## config.mk

```make
export PLATFORM = sky130hd
export DESIGN_NAME = int8_vector_distance
export DESIGN_NICKNAME = d
export VERILOG_FILES = /design/src/design/ivd_pkg.sv /design/src/design/int8_vector_distance.sv /design/src/design/ivd_front.sv /design/src/design/ivd_queue.sv /design/src/design/ivd_back.sv
export SDC_FILE = /design/constraint.sdc
export NUM_CORES = 2
export LEC_CHECK = 0
export BUFFER_PORTS_ARGS = -buffer_cell sky130_fd_sc_hd__clkbuf_2
export CAP_MARGIN = 5
export CORE_MARGIN = 1.5
export CORE_UTILIZATION = 40
export CTS_CLUSTER_DIAMETER = 80
export DETAILED_ROUTE_END_ITERATION = 12
export SYNTH_ARGS = -nofsm -noshare
export SYNTH_HDL_FRONTEND = slang
export SYNTH_SLANG_ARGS = --single-unit
```

## constraint.sdc

```tcl
create_clock -name clk_i -period 12.3 [get_ports clk_i]
set_input_delay 1.845 -clock clk_i [delete_from_list [all_inputs] [get_ports clk_i]]
set_output_delay 1.845 -clock clk_i [all_outputs]
set_load 0.02 [all_outputs]
```

## src/design/ivd_pkg.sv

```systemverilog
`default_nettype none

package ivd_pkg;

  // metric register codes
  typedef enum logic [1:0] {
    METRIC_L2  = 2'd0,
    METRIC_IP  = 2'd1,
    METRIC_COS = 2'd2
  } metric_e;

  // accumulator and result widths
  localparam int unsigned ElemW  = 8;
  localparam int unsigned SqW    = 28;
  localparam int unsigned DotW   = 28;
  localparam int unsigned NormW  = 27;
  localparam int unsigned SumW   = 29;
  localparam int unsigned CosW   = 16;
  localparam int unsigned ProdW  = 2 * NormW;
  localparam int unsigned RootW  = NormW;
  localparam int unsigned FracW  = 15;
  localparam int unsigned QuoW   = DotW + FracW;
  localparam int unsigned StepW  = $clog2(QuoW + 1);

  // last iteration indices of the sequential units
  localparam logic [StepW-1:0] SqrtLast = StepW'(RootW - 1);
  localparam logic [StepW-1:0] DivLast  = StepW'(QuoW - 1);

  // q1.15 saturation bounds
  localparam logic [QuoW-1:0] CosPosLimit = QuoW'(32767);
  localparam logic [QuoW-1:0] CosNegLimit = QuoW'(32768);
  localparam logic [CosW-1:0] CosMax      = 16'h7fff;
  localparam logic [CosW-1:0] CosMin      = 16'h8000;

  // job queue depth
  localparam int unsigned QDepth = 2;
  localparam int unsigned QPtrW  = $clog2(QDepth);

  // one finished vector handed from front to back
  typedef struct packed {
    logic [SqW-1:0]          sqdiff;
    logic signed [DotW-1:0]  dot;
    logic [NormW-1:0]        norm_a;
    logic [NormW-1:0]        norm_b;
    logic                    too_long;
    metric_e                 metric;
  } job_t;

  typedef enum logic [2:0] {
    BK_IDLE,
    BK_MUL,
    BK_SQRT,
    BK_DIV,
    BK_OUT
  } back_state_e;

endpackage

`default_nettype wire

```

## src/design/int8_vector_distance.sv

```systemverilog
// int8 vector distance: one element pair per cycle, one result per vector.
// l2 and inner product results pass through the job queue, the back part's job register
// and the output register; cosine results go through job pickup, one 27x27 multiply,
// 27 square-root steps, 43 division steps and the output load; a two-job queue lets input
// continue meanwhile and stalls it only while two finished vectors wait. asynchronous
// active-low reset clears sums, counters, the queue and the metric register (l2).
`default_nettype none

module int8_vector_distance import ivd_pkg::*; #(
  parameter int unsigned MAX_DIM = 4096
) (
  input  wire logic        clk_i,
  input  wire logic        rst_ni,
  // config: metric
  input  wire logic        cfg_we_i,
  input  wire logic [1:0]  cfg_wdata_i,
  // input stream
  input  wire logic        s_axis_tvalid_i,
  output logic             s_axis_tready_o,
  input  wire logic [15:0] s_axis_tdata_i,   // elem_a [7:0], elem_b [15:8]
  input  wire logic        s_axis_tlast_i,
  // result stream
  output logic             m_axis_tvalid_o,
  input  wire logic        m_axis_tready_i,
  output logic [47:0]      m_axis_tdata_o,   // sum_value [28:0], cosine_q15 [44:29], zero pad
  output logic             m_axis_tuser_o    // too_long [0]
);

  metric_e         metric_q;
  logic            push, full, pop, job_valid;
  job_t            front_job, queue_job;
  logic [SumW-1:0] sum_value;
  logic [CosW-1:0] cosine_q15;

  // metric register
  always_ff @(posedge clk_i or negedge rst_ni) begin
    if (!rst_ni) begin
      metric_q <= METRIC_L2;
    end else if (cfg_we_i) begin
      metric_q <= metric_e'(cfg_wdata_i);
    end
  end

  ivd_front #(
    .MAX_DIM(MAX_DIM)
  ) u_front (
    .clk_i      (clk_i),
    .rst_ni     (rst_ni),
    .in_valid_i (s_axis_tvalid_i),
    .in_ready_o (s_axis_tready_o),
    .elem_a_i   (s_axis_tdata_i[7:0]),
    .elem_b_i   (s_axis_tdata_i[15:8]),
    .last_i     (s_axis_tlast_i),
    .metric_i   (metric_q),
    .full_i     (full),
    .push_o     (push),
    .job_o      (front_job)
  );

  ivd_queue u_queue (
    .clk_i   (clk_i),
    .rst_ni  (rst_ni),
    .push_i  (push),
    .job_i   (front_job),
    .full_o  (full),
    .pop_i   (pop),
    .valid_o (job_valid),
    .job_o   (queue_job)
  );

  ivd_back u_back (
    .clk_i       (clk_i),
    .rst_ni      (rst_ni),
    .job_valid_i (job_valid),
    .job_i       (queue_job),
    .pop_o       (pop),
    .out_valid_o (m_axis_tvalid_o),
    .out_ready_i (m_axis_tready_i),
    .sum_o       (sum_value),
    .cos_o       (cosine_q15),
    .too_long_o  (m_axis_tuser_o)
  );

  assign m_axis_tdata_o = {3'b000, cosine_q15, sum_value};

endmodule

`default_nettype wire

```

## src/design/ivd_front.sv

```systemverilog
`default_nettype none

module ivd_front import ivd_pkg::*; #(
  parameter int unsigned MAX_DIM = 4096
) (
  input  wire logic                    clk_i,
  input  wire logic                    rst_ni,
  input  wire logic                    in_valid_i,
  output logic                         in_ready_o,
  input  wire logic signed [ElemW-1:0] elem_a_i,
  input  wire logic signed [ElemW-1:0] elem_b_i,
  input  wire logic                    last_i,
  input  wire metric_e                 metric_i,
  input  wire logic                    full_i,
  output logic                         push_o,
  output job_t                         job_o
);

  localparam int unsigned CntW = $clog2(MAX_DIM + 1);

  logic [CntW-1:0]        cnt_q, cnt_d;
  logic [SqW-1:0]         sq_q, sq_d, sq_new;
  logic signed [DotW-1:0] dot_q, dot_d, dot_new;
  logic [NormW-1:0]       na_q, na_d, na_new;
  logic [NormW-1:0]       nb_q, nb_d, nb_new;
  logic                   ovf_q, ovf_d;

  logic                   accept;
  logic                   room;
  logic signed [8:0]      diff;
  logic signed [17:0]     dsq;
  logic signed [15:0]     pab, paa, pbb;
  logic [SqW:0]           sq_sum;
  logic signed [DotW:0]   dot_sum;
  logic [NormW:0]         na_sum, nb_sum;

  assign in_ready_o = !full_i;
  assign accept     = in_valid_i && !full_i;
  assign push_o     = accept && last_i;
  assign room       = cnt_q < CntW'(MAX_DIM);

  // element products, exact 9-bit difference
  always_comb begin
    diff = 9'(elem_a_i) - 9'(elem_b_i);
    dsq  = diff * diff;
    pab  = elem_a_i * elem_b_i;
    paa  = elem_a_i * elem_a_i;
    pbb  = elem_b_i * elem_b_i;
  end

  // saturating accumulate
  always_comb begin
    sq_sum  = {1'b0, sq_q} + (SqW + 1)'(dsq[16:0]);
    sq_new  = sq_sum[SqW] ? '1 : sq_sum[SqW-1:0];
    dot_sum = (DotW + 1)'(dot_q) + (DotW + 1)'(pab);
    if (dot_sum[DotW] != dot_sum[DotW-1]) begin
      dot_new = dot_sum[DotW] ? {1'b1, {(DotW - 1){1'b0}}} : {1'b0, {(DotW - 1){1'b1}}};
    end else begin
      dot_new = dot_sum[DotW-1:0];
    end
    na_sum  = {1'b0, na_q} + (NormW + 1)'(paa[14:0]);
    na_new  = na_sum[NormW] ? '1 : na_sum[NormW-1:0];
    nb_sum  = {1'b0, nb_q} + (NormW + 1)'(pbb[14:0]);
    nb_new  = nb_sum[NormW] ? '1 : nb_sum[NormW-1:0];
  end

  // job for the back part, includes the closing element unless the dimension limit is reached
  always_comb begin
    job_o.sqdiff   = room ? sq_new  : sq_q;
    job_o.dot      = room ? dot_new : dot_q;
    job_o.norm_a   = room ? na_new  : na_q;
    job_o.norm_b   = room ? nb_new  : nb_q;
    job_o.too_long = ovf_q || !room;
    job_o.metric   = metric_i;
  end

  // next accumulator state
  always_comb begin
    cnt_d = cnt_q;
    sq_d  = sq_q;
    dot_d = dot_q;
    na_d  = na_q;
    nb_d  = nb_q;
    ovf_d = ovf_q;
    if (accept) begin
      if (last_i) begin
        cnt_d = '0;
        sq_d  = '0;
        dot_d = '0;
        na_d  = '0;
        nb_d  = '0;
        ovf_d = 1'b0;
      end else if (room) begin
        cnt_d = cnt_q + 1'b1;
        sq_d  = sq_new;
        dot_d = dot_new;
        na_d  = na_new;
        nb_d  = nb_new;
      end else begin
        ovf_d = 1'b1;
      end
    end
  end

  always_ff @(posedge clk_i or negedge rst_ni) begin
    if (!rst_ni) begin
      cnt_q <= '0;
      sq_q  <= '0;
      dot_q <= '0;
      na_q  <= '0;
      nb_q  <= '0;
      ovf_q <= 1'b0;
    end else begin
      cnt_q <= cnt_d;
      sq_q  <= sq_d;
      dot_q <= dot_d;
      na_q  <= na_d;
      nb_q  <= nb_d;
      ovf_q <= ovf_d;
    end
  end

endmodule

`default_nettype wire

```

## src/design/ivd_queue.sv

```systemverilog
`default_nettype none

module ivd_queue import ivd_pkg::*; (
  input  wire logic clk_i,
  input  wire logic rst_ni,
  input  wire logic push_i,
  input  wire job_t job_i,
  output logic      full_o,
  input  wire logic pop_i,
  output logic      valid_o,
  output job_t      job_o
);

  job_t             mem_q [QDepth];
  logic [QPtrW-1:0] wr_ptr_q, rd_ptr_q;
  logic [QPtrW:0]   count_q;

  assign full_o  = count_q == (QPtrW + 1)'(QDepth);
  assign valid_o = count_q != '0;
  assign job_o   = mem_q[rd_ptr_q];

  // pointers and fill level
  always_ff @(posedge clk_i or negedge rst_ni) begin
    if (!rst_ni) begin
      wr_ptr_q <= '0;
      rd_ptr_q <= '0;
      count_q  <= '0;
    end else begin
      if (push_i) begin
        wr_ptr_q <= wr_ptr_q + 1'b1;
      end
      if (pop_i) begin
        rd_ptr_q <= rd_ptr_q + 1'b1;
      end
      if (push_i && !pop_i) begin
        count_q <= count_q + 1'b1;
      end else if (pop_i && !push_i) begin
        count_q <= count_q - 1'b1;
      end
    end
  end

  // storage
  always_ff @(posedge clk_i) begin
    if (push_i) begin
      mem_q[wr_ptr_q] <= job_i;
    end
  end

endmodule

`default_nettype wire

```

## src/design/ivd_back.sv

```systemverilog
`default_nettype none

module ivd_back import ivd_pkg::*; (
  input  wire logic clk_i,
  input  wire logic rst_ni,
  input  wire logic job_valid_i,
  input  wire job_t job_i,
  output logic      pop_o,
  output logic      out_valid_o,
  input  wire logic out_ready_i,
  output logic [SumW-1:0] sum_o,
  output logic [CosW-1:0] cos_o,
  output logic      too_long_o
);

  back_state_e      state_q, state_d;
  job_t             job_q;
  logic [ProdW-1:0] prod_q;
  logic [RootW:0]   rem_q;
  logic [RootW-1:0] root_q;
  logic [QuoW-1:0]  quo_q;
  logic [StepW-1:0] cnt_q;
  logic             out_valid_q;
  logic [SumW-1:0]  sum_q;
  logic [CosW-1:0]  cos_q;
  logic             too_long_q;

  logic             load_out;
  logic             norms_zero;
  logic             cos_mode;
  logic [RootW+2:0] sq_rem_next, sq_trial;
  logic             sq_take;
  logic [RootW:0]   dv_rem_next;
  logic             dv_take;
  logic [DotW-1:0]  dot_mag;
  logic [SumW-1:0]  sum_sel;
  logic [CosW-1:0]  cos_sel;

  assign norms_zero = (job_q.norm_a == '0) || (job_q.norm_b == '0);
  assign cos_mode   = job_q.metric == METRIC_COS;
  assign dot_mag    = job_q.dot[DotW-1] ? DotW'(-job_q.dot) : DotW'(job_q.dot);

  // next state
  always_comb begin
    state_d = state_q;
    case (state_q)
      BK_IDLE: begin
        if (job_valid_i) begin
          if (job_i.metric == METRIC_COS && job_i.norm_a != '0 && job_i.norm_b != '0) begin
            state_d = BK_MUL;
          end else begin
            state_d = BK_OUT;
          end
        end
      end
      BK_MUL:  state_d = BK_SQRT;
      BK_SQRT: begin
        if (cnt_q == SqrtLast) begin
          state_d = BK_DIV;
        end
      end
      BK_DIV: begin
        if (cnt_q == DivLast) begin
          state_d = BK_OUT;
        end
      end
      BK_OUT: begin
        if (!out_valid_q || out_ready_i) begin
          state_d = BK_IDLE;
        end
      end
      default: state_d = BK_IDLE;
    endcase
  end

  // control outputs
  always_comb begin
    pop_o    = 1'b0;
    load_out = 1'b0;
    case (state_q)
      BK_IDLE: pop_o    = job_valid_i;
      BK_OUT:  load_out = !out_valid_q || out_ready_i;
      default: begin
        pop_o    = 1'b0;
        load_out = 1'b0;
      end
    endcase
  end

  // one root bit per cycle, two radicand bits per step
  always_comb begin
    sq_rem_next = {rem_q, prod_q[ProdW-1 -: 2]};
    sq_trial    = (RootW + 3)'({root_q, 2'b01});
    sq_take     = sq_rem_next >= sq_trial;
  end

  // restoring division, one quotient bit per cycle
  always_comb begin
    dv_rem_next = {rem_q[RootW-1:0], quo_q[QuoW-1]};
    dv_take     = dv_rem_next >= {1'b0, root_q};
  end

  // result selection and q1.15 saturation
  always_comb begin
    case (job_q.metric)
      METRIC_L2: sum_sel = {1'b0, job_q.sqdiff};
      METRIC_IP: sum_sel = SumW'(job_q.dot);
      default:   sum_sel = '0;
    endcase
    if (!cos_mode || norms_zero) begin
      cos_sel = '0;
    end else if (job_q.dot[DotW-1]) begin
      cos_sel = (quo_q > CosNegLimit) ? CosMin : CosW'(-quo_q[CosW-1:0]);
    end else begin
      cos_sel = (quo_q > CosPosLimit) ? CosMax : quo_q[CosW-1:0];
    end
  end

  // control registers
  always_ff @(posedge clk_i or negedge rst_ni) begin
    if (!rst_ni) begin
      state_q     <= BK_IDLE;
      out_valid_q <= 1'b0;
    end else begin
      state_q <= state_d;
      if (load_out) begin
        out_valid_q <= 1'b1;
      end else if (out_ready_i) begin
        out_valid_q <= 1'b0;
      end
    end
  end

  // datapath registers
  always_ff @(posedge clk_i) begin
    case (state_q)
      BK_IDLE: begin
        if (pop_o) begin
          job_q <= job_i;
        end
      end
      BK_MUL: begin
        prod_q <= ProdW'(job_q.norm_a) * ProdW'(job_q.norm_b);
        rem_q  <= '0;
        root_q <= '0;
        cnt_q  <= '0;
      end
      BK_SQRT: begin
        prod_q <= {prod_q[ProdW-3:0], 2'b00};
        root_q <= {root_q[RootW-2:0], sq_take};
        cnt_q  <= cnt_q + 1'b1;
        if (cnt_q == SqrtLast) begin
          rem_q <= '0;
          quo_q <= {dot_mag, {FracW{1'b0}}};
          cnt_q <= '0;
        end else begin
          rem_q <= sq_take ? (RootW + 1)'(sq_rem_next - sq_trial) : (RootW + 1)'(sq_rem_next);
        end
      end
      BK_DIV: begin
        quo_q <= {quo_q[QuoW-2:0], dv_take};
        rem_q <= dv_take ? dv_rem_next - {1'b0, root_q} : dv_rem_next;
        cnt_q <= cnt_q + 1'b1;
      end
      BK_OUT: begin
        if (load_out) begin
          sum_q      <= sum_sel;
          cos_q      <= cos_sel;
          too_long_q <= job_q.too_long;
        end
      end
      default: begin
        cnt_q <= '0;
      end
    endcase
  end

  assign out_valid_o = out_valid_q;
  assign sum_o       = sum_q;
  assign cos_o       = cos_q;
  assign too_long_o  = too_long_q;

endmodule

`default_nettype wire

```

After elaboration in Yosys (flattened, before gate mapping)
Memories as Yosys holds them, arrays and structs flattened. Index checks and enable logic that the tools add are counted. W data, S select, Z words.

Register bits after elaboration: 451. Memory bits (writable): 226. Memories kept: 1. Word-level logic and storage cells: 150.

Add/subtract/negate cells: 15. Reduce and logical (&&, ||, !) cells: 36. Muxes and demuxes: 46. Equal/unequal tests: 16. Magnitude comparators: 5. $mul: 5.

Memories: u_queue.mem_q (depth 2, width 113, rd ports 1, clocked after Yosys merged registers in 0, write ports 1, RTL line ivd_queue.sv:14) `job_t mem_q [QDepth];`.

Operator list (count): $mux W28 (11); $mux W27 (6); $pmux W54 S2 (1); $pmux W43 S2 (1); $pmux W28 S3 (1); $pmux W29 S2 (1); $add A27 B15 Y28 (2); $logic_not A27 Y1 (2); $mul A27 B27 Y54 (1); $pmux W27 S2 (1); $reduce_bool A27 Y1 (2); $mux W16 (3); $gt A43 B15 Y1 const B (1); $gt A43 B16 Y1 const B (1); $mux W43 (1); $ge A30 B29 Y1 (1); $mul A8 B8 Y15 (2); $add A28 B16 Y29 (1); $add A28 B17 Y29 (1); $ge A28 B27 Y1 (1); $neg A28 Y28 (1); $sub A28 B27 Y28 (1); $sub A28 B28 Y28 (1); $mux W13 (2); other kinds (36) (77).

Depth between registers and ports, before layout
Word-level depth: 8. Gate-level depth with buffers: 43. Gate-level depth less buffers: 41.

Cells and area by module
Synthesis repeated with hierarchy kept, for this count alone.

Cell total of the unflattened synthesis: 6983. Area total of the unflattened synthesis: 69869.5 µm².

Modules (own cells, without submodules): ivd_back (cells an instance 4193, area an instance 40273.6 µm², instances 1); ivd_front (cells an instance 2414, area an instance 20905.0 µm², instances 1); ivd_queue (cells an instance 368, area an instance 8592.0 µm², instances 1); int8_vector_distance (cells an instance 8, area an instance 98.8 µm², instances 1).

Worst setup path before layout
No wires, ideal clock.

Path kind: in2reg. Start point: input s_axis_tdata_i[0]. End point: memory u_queue.mem_q[0][111] (netlist name), data pin. Slack: 2106 ps. Stages on the path: 39. Arrival: 9936 ps. Data required time: 12042 ps. Cells stage by stage: clkbuf_1 -> inv_2 -> ha_1 -> inv_1 -> fa_1 -> a21o_1 -> a21oi_1 -> o21bai_1 -> a21oi_1 -> nor2b_1 -> o31ai_1 -> clkbuf_1 -> nand2_1 -> fa_1 -> fa_1 -> inv_1 -> fa_1 -> fa_1 -> (+3 left out) -> ha_1 -> o21ai_0 -> a21boi_0 -> o21ai_0 -> a21boi_0 -> o21a_1 -> nor2_1 -> xnor2_1 -> ha_1 -> o21ai_0 -> o21ai_0 -> a2111oi_0 -> nor3_1 -> a221o_1 -> nor2b_1 -> and3_1 -> nand3_1 -> o21a_1.

RTL lines: from (decl) (RTL line int8_vector_distance.sv:20) `input wire logic [15:0] s_axis_tdata_i,`; to (decl) (RTL line ivd_queue.sv:14).

==> impl_metrics.yaml <==
status:
  status: "complete, no violations"
clocking:
  clockRootBuffer: "clkbuf_16"
  worstSkewPairLatency_ps: 670
  cts_tree: "built"
  clkTransAtPathRegs_ps: 60
  htree_num_levels: 3
  cts_sinks: 677
  cts_setup_buffers: 0
  cts_inserted_buffers: 81
  ctsResizeCount: 0
  cts_hold_buf: 0
  cts_buffer_depth: 3
timing:
  final_hold_viol_count: 0
  slew_headroom_pct: 22.24
  max_slew.worst_pin.slew_ps: 1166
  tns_ps: 0
  setup_violations: 0
  fmax_ghz: 0.09284
  min_period_over_period_pct: 87.57
  slew_viol_final: 0
  fin_skew_ps: 50.16
  period_minus_slack_ps: 10770
  rsz0062_at_grt: "false"
setup_path:
  arrival_ps: 11200
  cpPeakStageDelay_ps: 520
  cp-end-kind: "flop"
  r2r_start: "u_back.job_q[44]"
  crit_required_ps: 12730
  ff2ff_setup_slack_ps: 4000
  criticalPathCategory: "input pin to flop"
  start_kind: "input pin"
  path_max_fanout: 13
  slowest_stage: "fa_1"
  ff2ff_path_depth: 25
  timing.rr.end: "u_back.prod_q[53]"
  cp_top_family: "adder cells"
  critPathBufInv: 7
logic_synthesis:
  synthesis.area_um2: 68550
  syn-instance-count: 6834
  synth_seq_cells: 677
  postSynthAreaPerCell_um2: 10.03
  synth_edf_count: 543
  synthArstFlopShare_pct: 19.79
  yosysTopAreaCell: "fa_1"
  yosysWarnings: 0
  synth.area.top_cells: "fa_1 26%, edfxtp_1 24%, ha_1 8.5%"
  synth-seq-area-share_pct: 28.68
  yosysMostFrequentCell: "inv_1"
  ys_types: 105
  synthFlopType: "edfxtp_1"
  yosys-top-cells-count: "1139 x inv_1, 903 x nand2_1, 890 x fa_1"
  yosysTopAreaCellShare_pct: 25.99
floorplanning:
  core_area_um2: 169800
  ioPinCount: 75
  start_util_pct: 40.36
  core.rowCount: 151
  die_area_um2: 173900
  die_h_um: 417.0
  fp.dieW_um: 417.0
route:
  drt_wl_total_mm: 170.7
  wl_per_cell_um: 18.89
  dr.pass1.iters: 5
  drt_iter0_markers: 3447
  wl_met2_mm: 78.67
  wl_met3_mm: 8.848
  vias_per_cell: 5.269
  antenna_left: 0
  top_layer: "met5"
  vias: 47620
  wl_met1_mm: 79.28
  drc: 0
finish:
  antennaDiodeCount: 0
  layout-drive-gt1-share_pct: 7.258
  nNetsFinal: 8131
  fin_util_pct: 43.47
  areaGrowthSynthToFinish_pct: 7.719
hold_path:
  hp-start: "u_back.job_q[2]"
  hp-class: "flop to flop"
  hold_path_end: "u_back.too_long_o"
  worstHoldPathCells: 0
global_routing:
  grt_usage_pct: 19.85
  grt.overflow.total: 0
  grt_pass1_vias: 49220
  antenna_found_initial: 1
  grt_pass1_wl_mm: 275.1
  grt_max_degree: 88
placement:
  place.detailed.hpwl_mm: 124.8
  numPortBuffers: 71
  gp_congestion: 0.8699
run:
  drv_cap: 0
## cells in the final DEF (no fill, tap or decap), types with 13 or more instances in the layout
master	count
inv_1	1139
nand2_1	902
fa_1	890
edfxtp_1	543
ha_1	466
nor2_1	336
a21oi_1	278
and2_1	197
o21ai_0	191
xnor2_1	179
dfrtp_1	132
mux2_2	129
xor2_1	101
a21o_1	92
buf_4	89
mux2i_1	83
clkbuf_16	82
clkbuf_2	70
nor3_1	66
nand3_1	62
and3_1	45
a31oi_1	40
nand2b_1	39
nor4_1	39
o22ai_1	39
nor2b_1	36
a211oi_1	35
nand4_1	35
a22o_1	35
o21bai_1	31
o21a_1	27
o22a_1	23
o211ai_1	22
clkbuf_1	21
o21ai_1	16
clkinv_2	15
o31ai_1	13
a31o_2	13
## kinds of logic after synthesis
family	synth area share (%)
xor gates and xnor gates	3.642
muxes	3.331
adders and majority gates	34.59
other	0.005471
and+or+nand+nor	12.18
buffers and inverters	8.150
DFF	28.68
AOI/OAI and AO/OA	9.422
## worst register-to-register path, stage by stage, from the launching register on
cell	delay, ps
edfxtp_1	630
buf_4	400
nand2_1	150
fa_1	550
inv_1	60
fa_1	500
fa_1	490
inv_1	50
fa_1	510
inv_1	60
fa_1	470
inv_1	50
fa_1	520
inv_1	50
fa_1	490
ha_1	400
and4_1	330
nand3_1	140
nor2_1	150
a311oi_1	120
o311ai_1	770
nand2_1	290
o31ai_2	430
nand2_1	130
nor4_1	280
nor3_1	90
## metal layers
layer	GRT usage, %	vias to the layer above
li1	-	22080
met1	28.43	24040
met2	32.07	1269
met3	2.480	236
met4	4.621	2
met5	0	-
## registers in the layout, summed over array words and instances (netlist names), 2 cells and up
signal,cells
u_queue.count_q,2
u_back.cnt_q,6
u_back.cos_o,16
u_front.cnt_q,13
u_queue.mem_q,226
u_back.prod_q,54
u_back.rem_q,28
u_back.quo_q,43
u_back.job_q,113
u_front.na_q,27
u_back.root_q,27
u_back.state_q,3
u_front.nb_q,27
u_front.dot_q,28
metric_q,2
u_back.sum_o,29
u_front.sq_q,28
## stage by stage
step           hold WS [ps]  cells  instance area, µm²  worst slack (ps)
2_1_floorplan         400.3   6836               68550              2106
3_3_place_gp          401.4   8886               71160             970.1
3_5_place_dp          416.0   8886               71160             824.4
4_1_cts               431.0   9038               73840              1500
5_1_grt               433.9   9038               73840             787.4
6_report              424.7   9038               73840              1528
## worst max path at each step
| stage | start | end | slack (ps) | cells after the start |
|---|---|---|---|---|
| after floorplan | s_axis_tdata_i[0] | u_queue.mem_q[0][111] | 2110 | 39 |
| after global placement | s_axis_tdata_i[10] | u_front.sq_q[7] | 970 | 38 |
| after detailed placement | s_axis_tdata_i[10] | u_front.sq_q[8] | 820 | 38 |
| after CTS | s_axis_tdata_i[10] | u_front.sq_q[6] | 1500 | 38 |
| after global routing | s_axis_tdata_i[10] | u_queue.mem_q[0][111] | 790 | 38 |
| final | s_axis_tdata_i[10] | u_queue.mem_q[1][109] | 1530 | 38 |
## area by class of cell
type | instances | area, µm²
fillers | 16200 | 96010
well taps | 2218 | 2775
multi-input cells | 4684 | 43380
clock inverters | 42 | 452.9
clock buffers | 110 | 2227
flip-flops and latches | 677 | 19660
repair buffers | 160 | 1030
inverters | 1147 | 4305
Power is not shown: default switching activity piles up to over one toggle a cycle in this logic, so the estimate is an artifact.
